===== src/sv/bb3_pkg.sv =====
// Shared types, sizes and helper functions for the 3x3 box blur.
package bb3_pkg;

  // Frame limits
  localparam int unsigned MAX_WIDTH  = 128;
  localparam int unsigned MAX_HEIGHT = 128;

  // Counter and dimension widths
  localparam int unsigned COL_W = (MAX_WIDTH > 1) ? $clog2(MAX_WIDTH) : 1;
  localparam int unsigned ROW_W = (MAX_HEIGHT > 1) ? $clog2(MAX_HEIGHT) : 1;
  localparam int unsigned WD_W  = $clog2(MAX_WIDTH + 1);
  localparam int unsigned HT_W  = $clog2(MAX_HEIGHT + 1);

  // Configuration port
  localparam int unsigned CFG_W     = 8;
  localparam int unsigned CFG_IDX_W = 2;
  localparam logic [CFG_IDX_W-1:0] CFG_FRAME_WIDTH  = 2'd0;
  localparam logic [CFG_IDX_W-1:0] CFG_FRAME_HEIGHT = 2'd1;
  localparam logic [CFG_W-1:0] FRAME_WIDTH_RST  = 8'd64;
  localparam logic [CFG_W-1:0] FRAME_HEIGHT_RST = 8'd32;

  // Item kinds
  localparam logic KIND_PIXEL = 1'b0;
  localparam logic KIND_DRAIN = 1'b1;

  // Arithmetic widths
  localparam int unsigned CH_W        = 8;
  localparam int unsigned COLSUM_W    = 10;  // three channel values
  localparam int unsigned SUM_W       = 12;  // nine channel values
  localparam int unsigned CNT_W       = 4;   // neighbor count 1..9
  localparam int unsigned RECIP_SHIFT = 16;
  localparam int unsigned RECIP_W     = RECIP_SHIFT + 1;

  // Result queue (power of two depth)
  localparam int unsigned QDEPTH = 8;
  localparam int unsigned QPTR_W = $clog2(QDEPTH);
  localparam int unsigned OCC_W  = $clog2(QDEPTH + 1);

  typedef struct packed {
    logic            kind;
    logic [CH_W-1:0] red;
    logic [CH_W-1:0] green;
    logic [CH_W-1:0] blue;
  } in_item_t;

  typedef struct packed {
    logic [CH_W-1:0] out_red;
    logic [CH_W-1:0] out_green;
    logic [CH_W-1:0] out_blue;
    logic            frame_end;
  } out_item_t;

  typedef struct packed {
    logic [CH_W-1:0] red;
    logic [CH_W-1:0] green;
    logic [CH_W-1:0] blue;
  } pixel_t;

  // One window column: slot 0 two rows up, slot 1 one row up, slot 2 newest row
  typedef pixel_t [2:0] column_t;

  typedef struct packed {
    logic [COLSUM_W-1:0] red;
    logic [COLSUM_W-1:0] green;
    logic [COLSUM_W-1:0] blue;
  } colsum_t;

  typedef struct packed {
    logic [SUM_W-1:0] red;
    logic [SUM_W-1:0] green;
    logic [SUM_W-1:0] blue;
  } sum_t;

  // Window cell controls
  typedef struct packed {
    logic       shift;
    logic [2:0] row_mask;
  } cell_ctl_t;

  // Request into the divide stage
  typedef struct packed {
    logic             valid;
    sum_t             sums;
    logic [CNT_W-1:0] cnt;
    logic             last;
  } div_req_t;

  // Register value 0 counts as 1, anything above the limit as the limit
  function automatic int unsigned clamp_dim(input logic [CFG_W-1:0] v,
                                            input int unsigned maxv);
    int unsigned val;
    val = int'(v);
    if (val == 0) return 1;
    if (val > maxv) return maxv;
    return val;
  endfunction

  // Scaled reciprocals; exact floor for sums below 2**15
  function automatic logic [RECIP_W-1:0] recip_of(input logic [CNT_W-1:0] cnt);
    logic [RECIP_W-1:0] m;
    case (cnt)
      4'd1:    m = 17'd65536;
      4'd2:    m = 17'd32768;
      4'd3:    m = 17'd21846;
      4'd4:    m = 17'd16384;
      4'd6:    m = 17'd10923;
      4'd9:    m = 17'd7282;
      default: m = 17'd65536;
    endcase
    return m;
  endfunction

endpackage


===== src/sv/bb3_div.sv =====
// Floor division of the three channel sums by the neighbor count.
module bb3_div import bb3_pkg::*; (
  input  logic      clk,
  input  logic      rst_n,
  input  div_req_t  req,
  output logic      res_valid,
  output out_item_t res
);

  logic [RECIP_W-1:0]       recip;
  logic [SUM_W+RECIP_W-1:0] prod_r;
  logic [SUM_W+RECIP_W-1:0] prod_g;
  logic [SUM_W+RECIP_W-1:0] prod_b;
  logic                     res_valid_r;
  out_item_t                res_r;

  // Multiply by the scaled reciprocal, quotient is the upper part
  assign recip  = recip_of(req.cnt);
  assign prod_r = (SUM_W+RECIP_W)'(req.sums.red)   * (SUM_W+RECIP_W)'(recip);
  assign prod_g = (SUM_W+RECIP_W)'(req.sums.green) * (SUM_W+RECIP_W)'(recip);
  assign prod_b = (SUM_W+RECIP_W)'(req.sums.blue)  * (SUM_W+RECIP_W)'(recip);

  always_ff @(posedge clk) begin
    if (!rst_n) begin
      res_valid_r <= 1'b0;
    end else begin
      res_valid_r <= req.valid;
    end
  end

  always_ff @(posedge clk) begin
    res_r.out_red   <= prod_r[RECIP_SHIFT +: CH_W];
    res_r.out_green <= prod_g[RECIP_SHIFT +: CH_W];
    res_r.out_blue  <= prod_b[RECIP_SHIFT +: CH_W];
    res_r.frame_end <= req.last;
  end

  assign res_valid = res_valid_r;
  assign res       = res_r;

endmodule


===== config.mk =====
export PLATFORM = sky130hd
export DESIGN_NAME = bb3_div
export DESIGN_NICKNAME = d
export VERILOG_FILES = /design/src/sv/bb3_pkg.sv /design/src/sv/bb3_div.sv
export SDC_FILE = /design/constraint.sdc
export NUM_CORES = 1
export LEC_CHECK = 0
export ABC_AREA = 1
export BUFFER_PORTS_ARGS = -buffer_cell sky130_fd_sc_hd__buf_2
export CAP_MARGIN = 5
export CORE_MARGIN = 1
export CORE_UTILIZATION = 35
export CTS_CLUSTER_SIZE = 8
export DETAILED_ROUTE_END_ITERATION = 10
export PLACE_DENSITY = 0.52
export SKIP_LAST_GASP = 1
export SYNTH_ARGS = -nofsm -noshare
export SYNTH_HDL_FRONTEND = slang
export SYNTH_SLANG_ARGS = --single-unit

===== constraint.sdc =====
create_clock -name clk -period 11.52 [get_ports clk]
set_input_delay 2.304 -clock clk [delete_from_list [all_inputs] [get_ports clk]]
set_output_delay 2.304 -clock clk [all_outputs]
set_load 0.03 [all_outputs]

Yosys cells after proc, flatten, opt, wreduce, memory -nomap -nowiden

Cells that the tools add are included.
Widths: inputs -> output; s select.

Register bits: 26
Word-level logic and storage cells: 14

Eq/ne operators: 5
Multiply operators: 3
Multiplexer cells: 1

Operators by type and width:

| kind               | count |
|---|---|
| $pmux 17 s5        | 1 |
| $mul 12x17->24     | 3 |
| $eq 4x2->1 const B | 2 |
| $eq 4x3->1 const B | 2 |
| $eq 4x4->1 const B | 1 |

Logic depth before layout (Yosys ltp)

Depth in word-level cells: 3
Gate-level depth with buffers: 29

Worst setup path before layout

Ideal clock, no wire load.

Path type: in2reg
Start point: input req[4] (netlist name)
End point: register res_r (netlist bit res[24])
Library setup time: 0.112 ns
Cell stages on the path: 24
Slack: 4.431 ns
Arrival: 6.977 ns
Data required time: 11.408 ns
Path buffers: 2
Cell sequence: nor2_1 nand2_2 nand2_2 inv_2 buf_2 nor2_1 inv_1 fa_1 fa_1 inv_1 fa_1 fa_1 inv_1 fa_1 inv_1 ha_1 clkbuf_1 nand2_1 nor2_1 nand2_1 nor4_1 a21oi_1 nand3_1 nand2_1

Longest elaborated chain between the ends: 3

RTL lines:

| what                               | RTL line       | source |
|---|---|---|
| start, declared                    | bb3_div.sv:5   | `input div_req_t req,` |
| $eq 4x4->1 (tied with other cells) | bb3_pkg.sv:101 | `case (cnt)` |
| $pmux 17 s5 *                      | bb3_pkg.sv:101 |  |
| $mul 12x17->24 *                   | bb3_div.sv:19  | `assign prod_r = (SUM_W+RECIP_W)'(req.sums.red) * (SUM_W+RECIP_W)'(recip);` |
| named net prod_r[23]               | bb3_div.sv:11  | `logic [SUM_W+RECIP_W-1:0] prod_r;` |
| end, declared                      | bb3_div.sv:15  | `out_item_t res_r;` |

The timed path passes the listed nets; every way through them passes the cells marked *.
A chain may end at the register's enable or synchronous reset.

Final worst setup path

Start point: input req[3] (netlist name)
End point: register res_r (netlist bit res[24])

Same word-level chain as after synthesis.

==> summary.txt <==
Min path
  – Hold Path End: res[0]
  – Hold Path Origin: req[0]
  – Hold Crit Class: in2reg
  – Worst Hold Path Cells: 1

Floorplan
  – Core ar.: roughly 44000 sq um
  – Ports: 70
  – Initial core utilization: a little over a third
  – Die ar.: around 46000 sq um
  – Die X: 213.6 um
  – Chip Height: between 200 and 250 um
  – Row cnt: 77

Yosys
  – Number of flops mapped to enable cells by yosys: 0
  – Post-synth cell types: 40
  – Synthesized area: between 15000 and 20000 sq um
  – Largest family of logic cells by synthesized area: adder cells
  – Most frequent cell after synthesis: inv_1
  – Synth Area in Simple Gates: between 10% and 20%
  – Area contributors post-synth: fa_1, inv_1, ha_1
  – Post-synth top flop: dfxtp_1
  – Ys async rst share: 0%
  – Synth Area in Adders: between 50 and 60%
  – Post-synth top area share: 47.91%
  – Mapped Avg Cell Area: about 7.9 sq um
  – Post-synthesis sequential area ratio: roughly 3.3%
  – Synth Area in XOR/XNOR: around 1.6%
  – Post-Syn Nets: between 2000 and 3000
  – Post-synthesis compound-gate area fraction: under 10%
  – Post-synthesis mux area share: 0%
  – Seq cells post-synth: 26
  – Synth area leader: fa_1
  – Most frequent cells after synthesis: inv_1, fa_1, nand2_1
  – Synthesized instance count: 1988
  – Yosys warns: 0

CTS
  – Post-CTS Hold Buffers: 0
  – # resized after CTS: 0
  – CTS tree: done
  – CTS H-tree depth: 1
  – CTS Buffer Depth: 2
  – Post-CTS Setup Inserts: 0
  – Num CTS Buffers: 3
  – Clock transition at path regs: ~0.11 ns
  – Root buffer cell: clkbuf_16
  – Clk sinks: 26

Global routing
  – GRT overflow: 0
  – GRT Total Usage: around a fifth
  – Global-route wire length before repair: 71240 um
  – Number of global-route vias before repair: ~13000
  – Largest net degree at the start of global routing: 33
  – Initial antenna violation count: 1

Routing
  – Wire length per cell: 16.80 um
  – Total Wirelength: around 44000 um
  – DR vias/cell: ~4.6
  – Drt pass-1 iters: 8
  – Antenna Violating Nets Remaining: 0
  – DRC Markers: 2
  – Iteration-0 DRC Markers: 738
  – Via count: ~12000

Worst setup path
  – CP endpoint kind: flop
  – Crit path kind: in2reg
  – Worst-path maximum fanout: 32
  – Req. time, crit path: between 10 and 15 ns
  – Critical path data arrival time: 8.59 ns
  – CP Launch Type: primary input

Timing
  – Final Hold Fails: 0
  – Final WS setup: 3.155 ns
  – Fin crit share: slightly above 70%
  – Slew margin rel.: around 45%
  – Fin crit period: between 8 and 9 ns
  – Worst-Margin Slew: 0.8250 ns
  – Fmax: approximately 0.12 GHz
  – Setup TNS: 0 ns
  – RSZ-0062 raised after global routing: no
  – Number of failing setup endpoints in the final timing report: 0
  – Fin. max-slew vios: 0

Placed design
  – I/O Buffers: 69
  – DP Wirelength: slightly below 40000 um
  – Post-place setup slack: roughly 2.9 ns
  – GPL Wtd Cong: ~0.93
  – Cells after DPL: ~2600

Flow run
  – MaxCap Viol Count: 0

Pwr
  – Worst VDD drop: between 0.09 and 0.1 mV
  – Total chip power: between 1000 and 1500 uW
  – PD cells: between 70 and 80 nW/um^2
  – Leakage: around 0.0097 uW

Run status
  – Outcome: finished with violations
  – Failing checks: design-rule violations

Layout
  – P&R area growth vs syn: 7.154%
  – Ant. Diodes: 0
  – Layout cells sized above 1: 4.650%
  – Filler cells: 4678
  – Fin nets: ~2600
  – Layout Cells excl Fill: approximately 2600
-- sequential cells by signal, indices dropped and copies added (netlist names) --
signal,cells
res_valid,1
res,25
-- worst max-delay path, cell delays in order --
cell     delay (ns)
buf_2          0.11
inv_1          0.05
nor2_2         0.29
nand2_2        0.51
nand2_1        0.18
buf_4          0.37
inv_1          0.38
nor2_1         0.22
fa_1           0.48
fa_1           0.50
inv_1          0.06
fa_1           0.53
inv_1          0.05
fa_1           0.47
inv_1          0.05
fa_1           0.47
inv_1          0.04
ha_1           0.31
nand2_1        0.19
inv_1          0.06
a21oi_1        0.24
o21ai_0        0.13
nand3_1        0.08
nand3_1        0.06
a21oi_1        0.23
inv_1          0.07
nand2_1        0.07
nand2_1        0.04
-- cells in the final DEF, fill, tap and decap left out, drive strengths merged --
cell / Yosys / layout
a21o: 10 / 10
dfxtp: 26 / 26
nand3b: 1 / 1
and2: 1 / 1
nand4: 10 / 10
o31ai: 2 / 2
xnor2: 5 / 5
ha: 129 / 129
clkbuf: 11 / 3
fa: 375 / 375
a21oi: 47 / 47
buf: 12 / 74
o22ai: 2 / 2
a31oi: 5 / 5
o21a: 4 / 4
o21bai: 9 / 9
o21ai: 19 / 19
o211a: 1 / 1
clkinv: 2 / 2
nand2: 307 / 307
a22oi: 1 / 1
nor2: 205 / 205
a211oi: 1 / 1
nor3: 12 / 12
nand3: 49 / 49
xor2: 23 / 23
o211ai: 2 / 2
a21boi: 1 / 1
nor4: 3 / 3
inv: 713 / 713
bufinv: 0 / 1
-- area by class of cell --
| cell class | count | area [sq um] | share of cell area [%] |
|---|---|---|---|
| multi-input combinational | 1224 | 12360 | 73.60 |
| timing repair buffer | 74 | 382.9 | 2.280 |
| clock inverter | 1 | 30.03 | 0.1788 |
| sequential | 26 | 520.5 | 3.100 |
| tap | 592 | 740.7 | 4.411 |
| inverter | 715 | 2684 | 15.98 |
| clock buffer | 3 | 75.07 | 0.4471 |
-- cell families (layout without fill, tap and decap cells) --
| kind of cell | after synthesis | in the layout |
|---|---|---|
| adder cells (fa/ha/maj) | 504 | 504 |
| buffers and inverters | 738 | 793 |
| AO/OA/AOI/OAI | 104 | 104 |
| flip-flops | 26 | 26 |
| XOR/XNOR | 28 | 28 |
| AND/OR/NAND/NOR | 588 | 588 |
-- layer usage --
metal  up-vias  wire length (um)  GRT usage [%]
li1       5699                 -              -
met1      5949             20060          28.56
met2       314             21440          35.94
met3        39              2039          1.977
met4         0               729          4.261
met5         -                 0              0
-- worst max-delay path by stage --
stage                     startpoint      end  slack (ns)  cells after the start
after floorplan               req[4]  res[24]        4.43                     24
after global placement        req[3]  res[24]        2.94                     28
after detailed placement      req[3]  res[24]        2.90                     28
after CTS                     req[3]  res[24]        3.24                     28
after global routing          req[3]  res[24]        2.78                     28
final                         req[3]  res[24]        3.16                     28
-- through the flow --
step | area (sq um) | utilization, % | hold WS [ns]
2_1_floorplan | 15670 | - | 2.332
3_3_place_gp | 16690 | 37.73 | 2.406
3_5_place_dp | 16690 | 37.73 | 2.408
4_1_cts | 16790 | 37.97 | 2.078
5_1_grt | 16790 | 37.97 | 2.080
6_report | 16790 | 37.97 | 2.078
-- where the power goes --
group	internal [uW]	total, uW	switching, uW
Clock	70.4	133	62.6
Sequential	134	146	11.6
Combinational	329	965	635
(Power assumes the default switching activity.)
