--- config.mk ---
export PLATFORM = sky130hd
export DESIGN_NAME = bb3_cell
export DESIGN_NICKNAME = d
export VERILOG_FILES = /design/src/sv/bb3_pkg.sv /design/src/sv/bb3_cell.sv
export SDC_FILE = /design/constraint.sdc
export NUM_CORES = 1
export LEC_CHECK = 0
export BUFFER_PORTS_ARGS = -buffer_cell sky130_fd_sc_hd__buf_2
export CORE_ASPECT_RATIO = 0.5
export CORE_MARGIN = 2
export CORE_UTILIZATION = 46
export CTS_BUF_LIST = sky130_fd_sc_hd__clkbuf_16
export CTS_CLUSTER_DIAMETER = 30
export CTS_CLUSTER_SIZE = 14
export DETAILED_ROUTE_END_ITERATION = 12
export PLACE_DENSITY = 0.86
export SETUP_SLACK_MARGIN = 0.4
export SYNTH_ARGS = -nofsm -noshare
export SYNTH_HDL_FRONTEND = slang
export SYNTH_SLANG_ARGS = --single-unit
--- constraint.sdc ---
create_clock -name clk -period 3.9 [get_ports clk]
set_clock_uncertainty 0.05 [all_clocks]
set_input_delay 0.39 -clock clk [delete_from_list [all_inputs] [get_ports clk]]
set_output_delay 0.39 -clock clk [all_outputs]
set_load 0.1 [all_outputs]
--- src/sv/bb3_pkg.sv ---
// Shared types, sizes and helper functions for the 3x3 box blur.
package bb3_pkg;

  // Frame limits
  localparam int unsigned MAX_WIDTH  = 128;
  localparam int unsigned MAX_HEIGHT = 128;

  // Counter and dimension widths
  localparam int unsigned COL_W = (MAX_WIDTH > 1) ? $clog2(MAX_WIDTH) : 1;
  localparam int unsigned ROW_W = (MAX_HEIGHT > 1) ? $clog2(MAX_HEIGHT) : 1;
  localparam int unsigned WD_W  = $clog2(MAX_WIDTH + 1);
  localparam int unsigned HT_W  = $clog2(MAX_HEIGHT + 1);

  // Configuration port
  localparam int unsigned CFG_W     = 8;
  localparam int unsigned CFG_IDX_W = 2;
  localparam logic [CFG_IDX_W-1:0] CFG_FRAME_WIDTH  = 2'd0;
  localparam logic [CFG_IDX_W-1:0] CFG_FRAME_HEIGHT = 2'd1;
  localparam logic [CFG_W-1:0] FRAME_WIDTH_RST  = 8'd64;
  localparam logic [CFG_W-1:0] FRAME_HEIGHT_RST = 8'd32;

  // Item kinds
  localparam logic KIND_PIXEL = 1'b0;
  localparam logic KIND_DRAIN = 1'b1;

  // Arithmetic widths
  localparam int unsigned CH_W        = 8;
  localparam int unsigned COLSUM_W    = 10;  // three channel values
  localparam int unsigned SUM_W       = 12;  // nine channel values
  localparam int unsigned CNT_W       = 4;   // neighbor count 1..9
  localparam int unsigned RECIP_SHIFT = 16;
  localparam int unsigned RECIP_W     = RECIP_SHIFT + 1;

  // Result queue (power of two depth)
  localparam int unsigned QDEPTH = 8;
  localparam int unsigned QPTR_W = $clog2(QDEPTH);
  localparam int unsigned OCC_W  = $clog2(QDEPTH + 1);

  typedef struct packed {
    logic            kind;
    logic [CH_W-1:0] red;
    logic [CH_W-1:0] green;
    logic [CH_W-1:0] blue;
  } in_item_t;

  typedef struct packed {
    logic [CH_W-1:0] out_red;
    logic [CH_W-1:0] out_green;
    logic [CH_W-1:0] out_blue;
    logic            frame_end;
  } out_item_t;

  typedef struct packed {
    logic [CH_W-1:0] red;
    logic [CH_W-1:0] green;
    logic [CH_W-1:0] blue;
  } pixel_t;

  // One window column: slot 0 two rows up, slot 1 one row up, slot 2 newest row
  typedef pixel_t [2:0] column_t;

  typedef struct packed {
    logic [COLSUM_W-1:0] red;
    logic [COLSUM_W-1:0] green;
    logic [COLSUM_W-1:0] blue;
  } colsum_t;

  typedef struct packed {
    logic [SUM_W-1:0] red;
    logic [SUM_W-1:0] green;
    logic [SUM_W-1:0] blue;
  } sum_t;

  // Window cell controls
  typedef struct packed {
    logic       shift;
    logic [2:0] row_mask;
  } cell_ctl_t;

  // Request into the divide stage
  typedef struct packed {
    logic             valid;
    sum_t             sums;
    logic [CNT_W-1:0] cnt;
    logic             last;
  } div_req_t;

  // Register value 0 counts as 1, anything above the limit as the limit
  function automatic int unsigned clamp_dim(input logic [CFG_W-1:0] v,
                                            input int unsigned maxv);
    int unsigned val;
    val = int'(v);
    if (val == 0) return 1;
    if (val > maxv) return maxv;
    return val;
  endfunction

  // Scaled reciprocals; exact floor for sums below 2**15
  function automatic logic [RECIP_W-1:0] recip_of(input logic [CNT_W-1:0] cnt);
    logic [RECIP_W-1:0] m;
    case (cnt)
      4'd1:    m = 17'd65536;
      4'd2:    m = 17'd32768;
      4'd3:    m = 17'd21846;
      4'd4:    m = 17'd16384;
      4'd6:    m = 17'd10923;
      4'd9:    m = 17'd7282;
      default: m = 17'd65536;
    endcase
    return m;
  endfunction

endpackage

--- src/sv/bb3_cell.sv ---
// One window column cell: holds three pixels, passes them on, sums masked slots.
module bb3_cell import bb3_pkg::*; (
  input  logic      clk,
  input  cell_ctl_t ctl,
  input  column_t   col_in,
  output column_t   col_out,
  output colsum_t   col_sum
);

  column_t col_r;

  // Take the neighbor's column on every window step
  always_ff @(posedge clk) begin
    if (ctl.shift) begin
      col_r <= col_in;
    end
  end

  assign col_out = col_r;

  // Column sum over the rows that lie inside the frame
  always_comb begin
    col_sum = '0;
    for (int s = 0; s < 3; s++) begin
      if (ctl.row_mask[s]) begin
        col_sum.red   = col_sum.red   + COLSUM_W'(col_r[s].red);
        col_sum.green = col_sum.green + COLSUM_W'(col_r[s].green);
        col_sum.blue  = col_sum.blue  + COLSUM_W'(col_r[s].blue);
      end
    end
  end

endmodule

* Yosys cells after proc, flatten, opt, wreduce, memory -nomap -nowiden
Index checks and enable logic that the tools add are counted.
W data, S select, Z words.
** Storage, ports and cells
- Register bits after elaboration :: 72
- Word-level logic and storage cells :: 18
- Input bits :: 77
** Operators by class
- Add/sub/neg operators :: 6
- Mux-type cells :: 3
** Operator list (count)
- $add A10 B8 Y10 :: 6
- $mux W30 :: 2
- $mux W28 :: 1

* Logic depth before layout (Yosys ltp)
Gate-level depths: netlist (run 1).
- Word-level depth :: 5
- Mapped depth :: 19
- Depth with buffers taken out :: 17

* Least setup slack after synthesis (run 1)
No wires, ideal clock.
- Kind :: flip-flop to output port
- Start point :: register col_r, in the netlist col_out[8]
- End point :: output col_sum[18] (netlist name)
- Slack :: -1534 ps
- Arrival :: 4994 ps
- Buffers on the path :: 0
- Stages on the path, launching flop included :: 17
- Required time :: 3460 ps
- Path through :: edfxtp_1 > and2_1 > ha_1 > inv_1 > fa_1 > nor2b_1 > o21ai_0 > a21oi_1 > xnor2_1 > nand2b_1 > xnor2_1 > ha_1 > inv_1 > nor2_1 > o311ai_0 > a21oi_1 > xor2_1
** RTL lines
- from (decl) :: RTL line bb3_cell.sv:10 : column_t col_r;
- from (signal assigned) :: RTL line bb3_cell.sv:15 : col_r <= col_in;
- to (decl) :: RTL line bb3_cell.sv:7 : output colsum_t col_sum

==> results of run 1 <==
-- what timing repair did --
item,CTS,global route
endpoints found under the setup margin,21,21
hold endpoints to repair,0,0
buffers inserted,21,12
pin swaps,35,51
gates resized for setup,46,39
cloned,0,0
-- worst paths after layout --
kind | startpoint | endpoint | cells after the start
max | col_out[8] | col_sum[17] | 19
min | col_in[54] | col_out[54] | 1
-- worst max-delay path: cells and delay by family, from the launching register on --
family | cells | cell delay [ps]
buffers and inverters | 4 | 450
XOR/XNOR | 2 | 210
AND/OR/NAND/NOR | 5 | 1000
adder cells (fa/ha/maj) | 3 | 850
AO/OA/AOI/OAI | 4 | 560
flip-flops | 1 | 370
multiplexers | 1 | 110
-- final cells by class --
cell class / count / area share (%)
Clock buffer: 9 / 2.78
Sequential cell: 72 / 26.6
Multi-Input combinational cell: 354 / 42.2
Tap cell: 140 / 2.16
Timing Repair Buffer: 269 / 24.8
Inverter: 26 / 1.20
Clock inverter: 5 / 0.247
-- logic make-up (layout without fill, tap and decap cells) --
| kind of cell | count (synthesis) | in the layout | synth area share, % |
|---|---|---|---|
| DFF | 72 | 72 | 42.9 |
| xor gates and xnor gates | 35 | 35 | 6.08 |
| and+or+nand+nor | 128 | 128 | 12.4 |
| muxes | 28 | 28 | 6.08 |
| AOI/OAI and AO/OA | 109 | 109 | 15.1 |
| adders and majority gates | 54 | 54 | 14.2 |
| buffers and inverters | 40 | 309 | 3.23 |
-- power groups by stage --
stage | Combinational (mW) | Clock, mW | Sequential (mW)
6_report | 2.69 | 0.718 | 0.984
5_1_grt | 2.80 | 0.758 | 0.992
4_1_cts | 2.53 | 0.720 | 0.980
3_5_place_dp | 2.39 | 0 | 0.993
3_3_place_gp | 2.34 | 0 | 0.989
2_1_floorplan | 1.28 | 0 | 1.42
-- stage by stage --
stage	power [mW]	instances
finish	4.40	875
global route	4.55	875
CTS	4.23	863
detailed placement	3.38	828
global placement	3.33	828
floorplan	2.69	466
-- metal layers --
| metal | wire length, um | up-vias | global-route usage [%] |
|---|---|---|---|
| li1 | - | 2242 | - |
| met1 | 6600 | 2365 | 30.8 |
| met2 | 8650 | 228 | 47.6 |
| met3 | 1020 | 47 | 5.08 |
| met4 | 490 | 0 | 7.01 |
| met5 | 0 | - | 0 |
-- Yosys cell counts (3+ instances only) --
master	number	area [um^2]
and2_1	10	62.6
xor2_1	17	149
a21o_1	7	52.6
or2_2	6	37.5
a21oi_1	34	170
o21ai_0	19	95.1
and3b_1	3	26.3
nor2b_1	4	25.0
xnor2_1	18	158
mux2_2	17	191
a221o_1	3	30.0
a32oi_1	4	35.0
nor2_1	38	143
nand4bb_1	3	33.8
mux2i_1	10	100
inv_1	26	97.6
nand2b_1	8	50.1
o41ai_1	3	26.3
fa_1	6	120
nand2_1	38	143
nand3_1	7	35.0
buf_2	4	20.0
a211o_1	4	35.0
clkbuf_1	9	33.8
o31a_1	3	26.3
o21bai_1	6	45.0
and3_1	3	18.8
ha_1	45	563
edfxtp_1	72	2160
o22ai_1	3	18.8
-- placed cells by master (no fill, tap or decap), types with 10 or more instances in the layout --
master / count
inv_1: 22
xor2_1: 10
ha_4: 11
buf_2: 150
ha_1: 33
xnor2_1: 14
o21ai_0: 10
a21oi_1: 12
nor2_1: 32
buf_12: 26
buf_6: 11
a21oi_2: 20
edfxtp_1: 72
buf_4: 82
nand2_1: 35
==> metrics, run 1 <==
status finished, violations left; failing checks negative setup slack; Routed WL 16800 um; setup ws final -427 ps; first-pass GRT wire length 24300 um; Worst Max-Slew Pin Slew 871 ps; CTS buffer count 9; Final Max Slew Viols 0; Req. time, crit path 3460 ps; CP max FO 3; Main synth FF type edfxtp_1; Core ar. 10400 um^2; YS warnings 0; Tcrit/Tclk final 111%; Tightest Hold Check Type input pin to register; wire per inst 19.1 um; Seq/Total Area, Yosys 42.9%; Slowest cell on crit path fa_2; DP Area 7180 um^2; max-cap violations 0; number of remaining DRC errors 0; TritonCTS clock tree done; internal power consumption 2.30 mW; Synth Cell Area 5040 um^2; drt first pass iters 6; width of the die 152 um; fin nets 860; Seq pwr share 22.4%; initial antenna violation count 0; Syn Nets 594; num rows 26; port bufs 178; Post-synth EDFFs 72; cell area after layout 8120 um^2; crit path DAT 3890 ps; startpoint types register; critical path class register to primary output; Logic pwr share 61.3%; worst vdd ir 402 uV; post-synthesis cell count 466; I/O pins 179; Ant. Diodes 0; Clock Sinks 72; TNS Setup -3230 ps; Clk network pwr share 16.3%; Fmax 231 MHz; final hold slack 174 ps; post-DP HPWL 10800 um; power per cell area 542 nW/um^2; GRT overflow 0; Crit path top cell by count a21oi_2; Routed Antenna Nets 0; max FFs per register 72; Area Growth Syn to Fin 60.9%; full die area 11900 um^2; largest net degree at the start of global routing 39; leakage power figure 3.61 nW; CP max stage delay 390 ps; Clk pin slew, worst setup/hold paths 60 ps; area occupied by multi-input gates 3420 um^2; hold-fix buffers at CTS 0; initial drt markers 365; share of layout cells above drive strength 1 56.5%; Yosys cell types 58; min cycle time layout 4330 ps; via count 4882; Slew headroom 41.9%; Cell Chain, Critical Path and2_4 -> ha_4 -> inv_2 -> fa_2 -> nor2b_4 -> o21ai_2 -> a21oi_2 -> buf_6 -> xnor2_4 -> nand2b_4 -> xnor2_2 -> ha_1 -> inv_2 -> nor2_2 -> a21oi_2 -> a21oi_2 -> mux2i_1 -> or3_4 -> buf_12; vias per cell 5.58; Critical Path End Type primary output; RSZ-0062 raised after global routing yes; vias in the first global route 4879; final-layout fill cell count 629; Finished Core Util 77.7%; switch share 47.6%; post-synthesis register bit count 72; Fin. Hold Viols 0; gr usage total 25.6%; Root Buffer clkbuf_16; Psw 2.09 mW; Final Wtd Congestion 0.839; Initial Utilization 48.3%; Clock Path Buffers 2; chip height 78.0 um; register cell area after layout 2160 um^2; # setup viols final 16; Async S/R FF share, synth 0%; Mapped Avg Cell Area 10.8 um^2; pre-CTS setup slack -211 ps; H-tree Lvls 3
Power figures use the tool's default switching activity.
==> inputs of run 2 (changes only) <==
--- a/config.mk
+++ b/config.mk
@@ -5,6 +5,7 @@
 export SDC_FILE = /design/constraint.sdc
 export NUM_CORES = 1
 export LEC_CHECK = 0
+export ABC_AREA = 1
 export BUFFER_PORTS_ARGS = -buffer_cell sky130_fd_sc_hd__buf_2
 export CORE_ASPECT_RATIO = 0.5
 export CORE_MARGIN = 2
==> metrics, run 2 <==
I/O pins 179 (unchanged); commonest cells in the netlist nand2_1, inv_1, edfxtp_1 (was edfxtp_1, ha_1, nand2_1, nor2_1, a21oi_1); post-synth top area share 42.7% (was 42.9%); Area Growth Syn to Fin 54.0% (was 60.9%); largest net degree at the start of global routing 38 (was 39); full die area 11900 um^2 (about the same); worst vdd ir 229 uV (was 402 uV); Synth Cell Area 5070 um^2 (was 5040 um^2); failing checks negative setup slack (unchanged); CTS buffer count 9 (unchanged); max-cap violations 0 (unchanged); Seq/Total Area, Yosys 42.7% (was 42.9%); initial drt markers 385 (was 365); Finished Core Util 72.0% (was 77.7%); share of layout cells above drive strength 1 46.9% (was 56.5%); Post-synth EDFFs 72 (unchanged); # setup viols final 3 (was 16); Yosys cell types 35 (was 58); H-tree Lvls 3 (unchanged); Mapped Avg Cell Area 8.36 um^2 (was 10.8 um^2); Async S/R FF share, synth 0% (unchanged); Fmax 254 MHz (was 231 MHz); Routed WL 17200 um (was 16800 um); Syn Nets 734 (was 594); CP delay by family, top simple AND/OR/NAND/NOR gates (unchanged); Core ar. 10800 um^2 (was 10400 um^2); width of the die 152 um (about the same); status finished, violations left (unchanged); max FFs per register 72 (unchanged); leakage power figure 3.78 nW (was 3.61 nW); Worst Max-Slew Pin Slew 973 ps (was 871 ps); final-layout fill cell count 725 (was 629); YS warnings 0 (unchanged); Tcrit/Tclk final 101% (was 111%); Main synth FF type edfxtp_1 (unchanged); Slowest cell on crit path edfxtp_1 (was fa_2); post-synthesis register bit count 72 (unchanged); vias in the first global route 5222 (was 4879); startpoint types register (unchanged); post-synthesis cell count 606 (was 466); Worst Hold Depth 1 (unchanged); hold endpoint col_out[57] (was col_out[54]); most common cell after layout, fill and taps aside buf_2 (unchanged); Root Buffer clkbuf_16 (unchanged); vias per cell 5.56 (was 5.58); TritonCTS clock tree done (unchanged); port bufs 178 (unchanged); min cycle time layout 3940 ps (was 4330 ps); crit path DAT 3500 ps (was 3890 ps); Req. time, crit path 3460 ps (about the same); Routed Antenna Nets 0 (unchanged); wire per inst 17.8 um (was 19.1 um); commonest non-fill, non-tap cells in the layout buf_2, nand2_1, edfxtp_1, inv_1, nand3_1 (was buf_2, buf_4, edfxtp_1, nand2_1, ha_1); Ant. Diodes 0 (unchanged); RSZ-0062 raised after global routing yes (unchanged); Final Max Slew Viols 0 (unchanged); hold_sp col_in[57] (was col_in[54]); Initial Utilization 46.7% (was 48.3%); most frequent cell after synthesis nand2_1 (was edfxtp_1); setup ws final -43.8 ps (was -427 ps); chip height 78.2 um (was 78.0 um); initial antenna violation count 0 (unchanged); CP max stage delay 370 ps (was 390 ps); number of remaining DRC errors 0 (unchanged); via count 5380 (was 4882); Slew headroom 35.0% (was 41.9%); post-DP HPWL 11200 um (was 10800 um); largest area contributor in the netlist edfxtp_1 (unchanged); first-pass GRT wire length 24700 um (was 24300 um); Tightest Hold Check Type input pin to register (unchanged); num rows 27 (was 26); GRT overflow 0 (unchanged); drt first pass iters 5 (was 6); fin nets 946 (was 860); Critical Path End Type primary output (unchanged); top post-synthesis cells by area edfxtp_1, nand2_1, ha_1 (was edfxtp_1, ha_1, mux2_2); Final Wtd Congestion 0.912 (was 0.839); power per cell area 517 nW/um^2 (was 542 nW/um^2); Clock Path Buffers 2 (unchanged); Worst Path Buf+Inv 6 (was 4); TNS Setup -76.3 ps (was -3230 ps); CP max FO 4 (was 3); Fin. Hold Viols 0 (unchanged); critical path class register to primary output (unchanged); gr usage total 26.2% (was 25.6%); hold-fix buffers at CTS 0 (unchanged); Worst Setup SP col_out[16] (was col_out[8]); Clock Sinks 72 (unchanged); Clk pin slew, worst setup/hold paths 70 ps (was 60 ps); Cell Chain, Critical Path nand2_1 -> inv_1 -> ha_2 -> inv_2 -> fa_2 -> inv_2 -> nand2_2 -> nand3_2 -> nand2_2 -> nor2_2 -> nand2_2 -> nand3_2 -> nand3_2 -> and2_4 -> ha_4 -> inv_2 -> o21bai_1 -> a21oi_2 -> o21ai_1 -> nand2_1 -> buf_6 -> a21oi_4 -> buf_12 (was and2_4 -> ha_4 -> inv_2 -> fa_2 -> nor2b_4 -> o21ai_2 -> a21oi_2 -> buf_6 -> xnor2_4 -> nand2b_4 -> xnor2_2 -> ha_1 -> inv_2 -> nor2_2 -> a21oi_2 -> a21oi_2 -> mux2i_1 -> or3_4 -> buf_12)
[run 2: how the worst max path moves through the flow]
stage | end | cells past startpoint | slack [ps]
finish | col_sum[29] | 23 | -40
global route | col_sum[29] | 23 | -240
CTS | col_sum[27] | 24 | 160
detailed placement | col_sum[28] | 21 | 120
global placement | col_sum[28] | 21 | 250
floorplan | col_sum[9] | 19 | -220
[run 2: per-layer routing]
| layer | global-route usage [%] | share of wire (%) | up-vias |
|---|---|---|---|
| li1 | - | - | 2460 |
| met1 | 29.6 | 38 | 2520 |
| met2 | 47.9 | 50 | 296 |
| met3 | 5.58 | 6.9 | 104 |
| met4 | 12.7 | 5.4 | 0 |
| met5 | 0 | 0 | - |
[run 2: metrics by stage]
| stage | hold WS (ps) | worst slack [ps] | cell area [um^2] | power (mW) | instances |
|---|---|---|---|---|---|
| after floorplan | 439 | -225 | 5540 | 2.56 | 606 |
| after global placement | 516 | 252 | 6940 | 3.00 | 923 |
| after detailed placement | 518 | 120 | 6940 | 3.05 | 923 |
| after CTS | 164 | 157 | 7550 | 3.90 | 960 |
| after global routing | 158 | -236 | 7800 | 4.17 | 968 |
| final | 167 | -43.8 | 7800 | 4.04 | 968 |
[run 2: timing repair]
| item | 4_1_cts | 5_1_grt |
|---|---|---|
| pin swaps | 23 | 36 |
| setup endpoints to repair | 16 | 21 |
| resized for setup | 34 | 46 |
| setup buffers | 21 | 8 |
[run 2: final cells by class]
type | instances | area, um^2 | share of cell area [%]
multi-input combinational | 437 | 3360 | 43.1
sequential | 72 | 2160 | 27.7
timing repair buffer | 215 | 1510 | 19.3
inverter | 83 | 315 | 4.04
clock buffer | 9 | 225 | 2.89
tap | 145 | 181 | 2.32
clock inverter | 7 | 46.3 | 0.593
[run 2: cell families after synthesis]
family          share of synthesized area (%)
simple gates                             25.2
buf+inv                                  7.43
compound gates                           8.79
flops                                    42.7
fa+ha+maj                                13.5
xor+xnor                                 2.42
[run 2: power by group]
part,internal [mW],switching [mW]
logic,0.674,1.61
clock network,0.431,0.347
registers,0.924,0.0550
==> inputs of run 3 (changes only) <==
--- a/config.mk
+++ b/config.mk
@@ -8,13 +8,12 @@
 export ABC_AREA = 1
 export BUFFER_PORTS_ARGS = -buffer_cell sky130_fd_sc_hd__buf_2
 export CORE_ASPECT_RATIO = 0.5
-export CORE_MARGIN = 2
-export CORE_UTILIZATION = 46
-export CTS_BUF_LIST = sky130_fd_sc_hd__clkbuf_16
+export CORE_UTILIZATION = 47
+export CTS_BUF_LIST = sky130_fd_sc_hd__clkbuf_4
 export CTS_CLUSTER_DIAMETER = 30
 export CTS_CLUSTER_SIZE = 14
 export DETAILED_ROUTE_END_ITERATION = 12
-export PLACE_DENSITY = 0.86
+export PLACE_DENSITY = 0.87
 export SETUP_SLACK_MARGIN = 0.4
 export SYNTH_ARGS = -nofsm -noshare
 export SYNTH_HDL_FRONTEND = slang
==> metrics, run 3 (same netlist as run 2, synthesis figures left out) <==
Worst Path Buf+Inv 5 (was 6); max-cap violations 0 (unchanged); register cell area after layout 2160 um^2 (unchanged); internal power consumption 1.87 mW (was 2.03 mW); Critical Path End Type primary output (unchanged); Initial Utilization 49.0% (was 46.7%); vias in the first global route 5145 (was 5222); CP max FO 4 (unchanged); I/O pins 179 (unchanged); drt first pass iters 7 (was 5); met2 wire len 8310 um (was 8600 um); vias per cell 5.71 (was 5.56); Crit path top cell by count nand2_1; routed wl met3 1890 um (was 1180 um); Final Wtd Congestion 0.922 (was 0.912); Logic pwr share 60.3% (was 56.5%); num rows 26 (was 27); Final Max Slew Viols 0 (unchanged); CP delay by family, top simple AND/OR/NAND/NOR gates (unchanged); first-pass GRT wire length 24300 um (was 24700 um); setup ws final -367 ps (was -43.8 ps); CTS buffer count 9 (unchanged); width of the die 149 um (was 152 um); gr usage total 28.5% (was 26.2%); H-tree Lvls 3 (unchanged); leakage power figure 3.75 nW (was 3.78 nW); min cycle time layout 4270 ps (was 3940 ps); status finished, violations left (unchanged); CP max stage delay 420 ps (was 370 ps); initial drt markers 570 (was 385); power per cell area 503 nW/um^2 (was 517 nW/um^2); full die area 11200 um^2 (was 11900 um^2); Psw 1.98 mW (was 2.01 mW); Slowest cell on crit path edfxtp_1 (unchanged); Clock Sinks 72 (unchanged); chip height 75.4 um (was 78.2 um); area occupied by multi-input gates 3260 um^2 (was 3360 um^2); Ant. Diodes 0 (unchanged); Routed Antenna Nets 0 (unchanged); Fmax 234 MHz (was 254 MHz); failing checks negative setup slack (unchanged); Tightest Hold Check Type input pin to register (unchanged); largest net degree at the start of global routing 60 (was 38); Slew headroom 38.4% (was 35.0%); Seq pwr share 25.3% (was 24.3%); share of layout cells above drive strength 1 45.0% (was 46.9%); Clk pin slew, worst setup/hold paths 130 ps (was 70 ps); via count 5520 (was 5380); # setup viols final 5 (was 3); Fin. Hold Viols 0 (unchanged); Clock Path Buffers 2 (unchanged); Worst Max-Slew Pin Slew 922 ps (was 973 ps); initial antenna violation count 0 (unchanged); post-DP HPWL 10700 um (was 11200 um); Tcrit/Tclk final 109% (was 101%); critical path class register to primary output (unchanged); pre-CTS setup slack 30.1 ps (was 120 ps); RSZ-0062 raised after global routing yes (unchanged); crit path DAT 3830 ps (was 3500 ps); fin nets 950 (was 946); Routed WL 17700 um (was 17200 um); met1 WL 6400 um (was 6480 um); switch share 51.4% (was 49.7%); TritonCTS clock tree done (unchanged); Root Buffer clkbuf_4 (was clkbuf_16); commonest non-fill, non-tap cells in the layout nand2_1, buf_2, edfxtp_1, inv_1, nand3_1 (was buf_2, nand2_1, edfxtp_1, inv_1, nand3_1); Finished Core Util 73.8% (was 72.0%); startpoint types register (unchanged); Clk network pwr share 14.4% (was 19.3%); Req. time, crit path 3460 ps (about the same); Cell Chain, Critical Path nand2_1 -> inv_1 -> ha_1 -> nand3_1 -> nand3_2 -> nand3b_4 -> nand2_1 -> nand2_1 -> nand3_1 -> o21a_1 -> ha_1 -> inv_1 -> o21ai_2 -> a31oi_2 -> a21oi_1 -> inv_1 -> nand2_1 -> nand2_1 -> clkinvlp_4 -> buf_12 (was nand2_1 -> inv_1 -> ha_2 -> inv_2 -> fa_2 -> inv_2 -> nand2_2 -> nand3_2 -> nand2_2 -> nor2_2 -> nand2_2 -> nand3_2 -> nand3_2 -> and2_4 -> ha_4 -> inv_2 -> o21bai_1 -> a21oi_2 -> o21ai_1 -> nand2_1 -> buf_6 -> a21oi_4 -> buf_12); max FFs per register 72 (unchanged); GRT overflow 0 (unchanged); port bufs 178 (unchanged); number of remaining DRC errors 0 (unchanged); wire per inst 18.4 um (was 17.8 um); worst vdd ir 336 uV (was 229 uV); final-layout fill cell count 676 (was 725); top sig layer met4 (unchanged); Core ar. 10300 um^2 (was 10800 um^2); hold-fix buffers at CTS 0 (unchanged); Area Growth Syn to Fin 50.7% (was 54.0%)
==> run 3: worst paths after layout <==
kind / start / to / slack (ps) / cells past startpoint
worst max-delay path: col_out[18] / col_sum[28] / -370 / 20
worst min-delay path: col_in[17] / col_out[17] / 60 / 1
==> run 3: power groups by stage <==
stage                     clock network (mW)  logic (mW)  registers, mW
after floorplan                            0        1.15           1.41
after global placement                     0        2.01          0.984
after detailed placement                   0        2.05          0.984
final                                  0.552        2.32          0.972
after CTS                              0.556        2.16          0.967
after global routing                   0.592        2.42          0.979
==> run 3: what timing repair did <==
action                     CTS  global route
setup buffers               29             6
gates resized for setup     31            44
pin swaps                   25            16
gates cloned                 0             0
hold endpoints to repair     0             0
setup endpoints to repair   20            24
==> run 3: through the flow <==
step           total power [mW]  setup TNS (ps)  cell area, um^2  cells  hold slack [ps]
3_5_place_dp               3.04               0             6920    916              518
3_3_place_gp               2.99               0             6920    916              517
6_report                   3.84           -1180             7630    966             59.7
2_1_floorplan              2.56            -692             5540    606              439
4_1_cts                    3.68               0             7420    960             48.4
5_1_grt                    3.99           -3010             7630    966             35.1
==> run 3: per-layer routing <==
metal  up-vias  global-route usage, %
met5         -                      0
met4         0                   14.7
met2       430                   50.6
met1      2492                   33.6
met3       143                   6.47
li1       2455                      -
==> run 3: area by class of cell <==
class                      instances  area share (%)
clock buffer                      10           0.983
clock inverter                     5            1.07
inverter                          83            4.16
multi-input combinational        437            42.7
sequential                        72            28.3
tap                              140            2.29
timing repair buffer             219            20.5
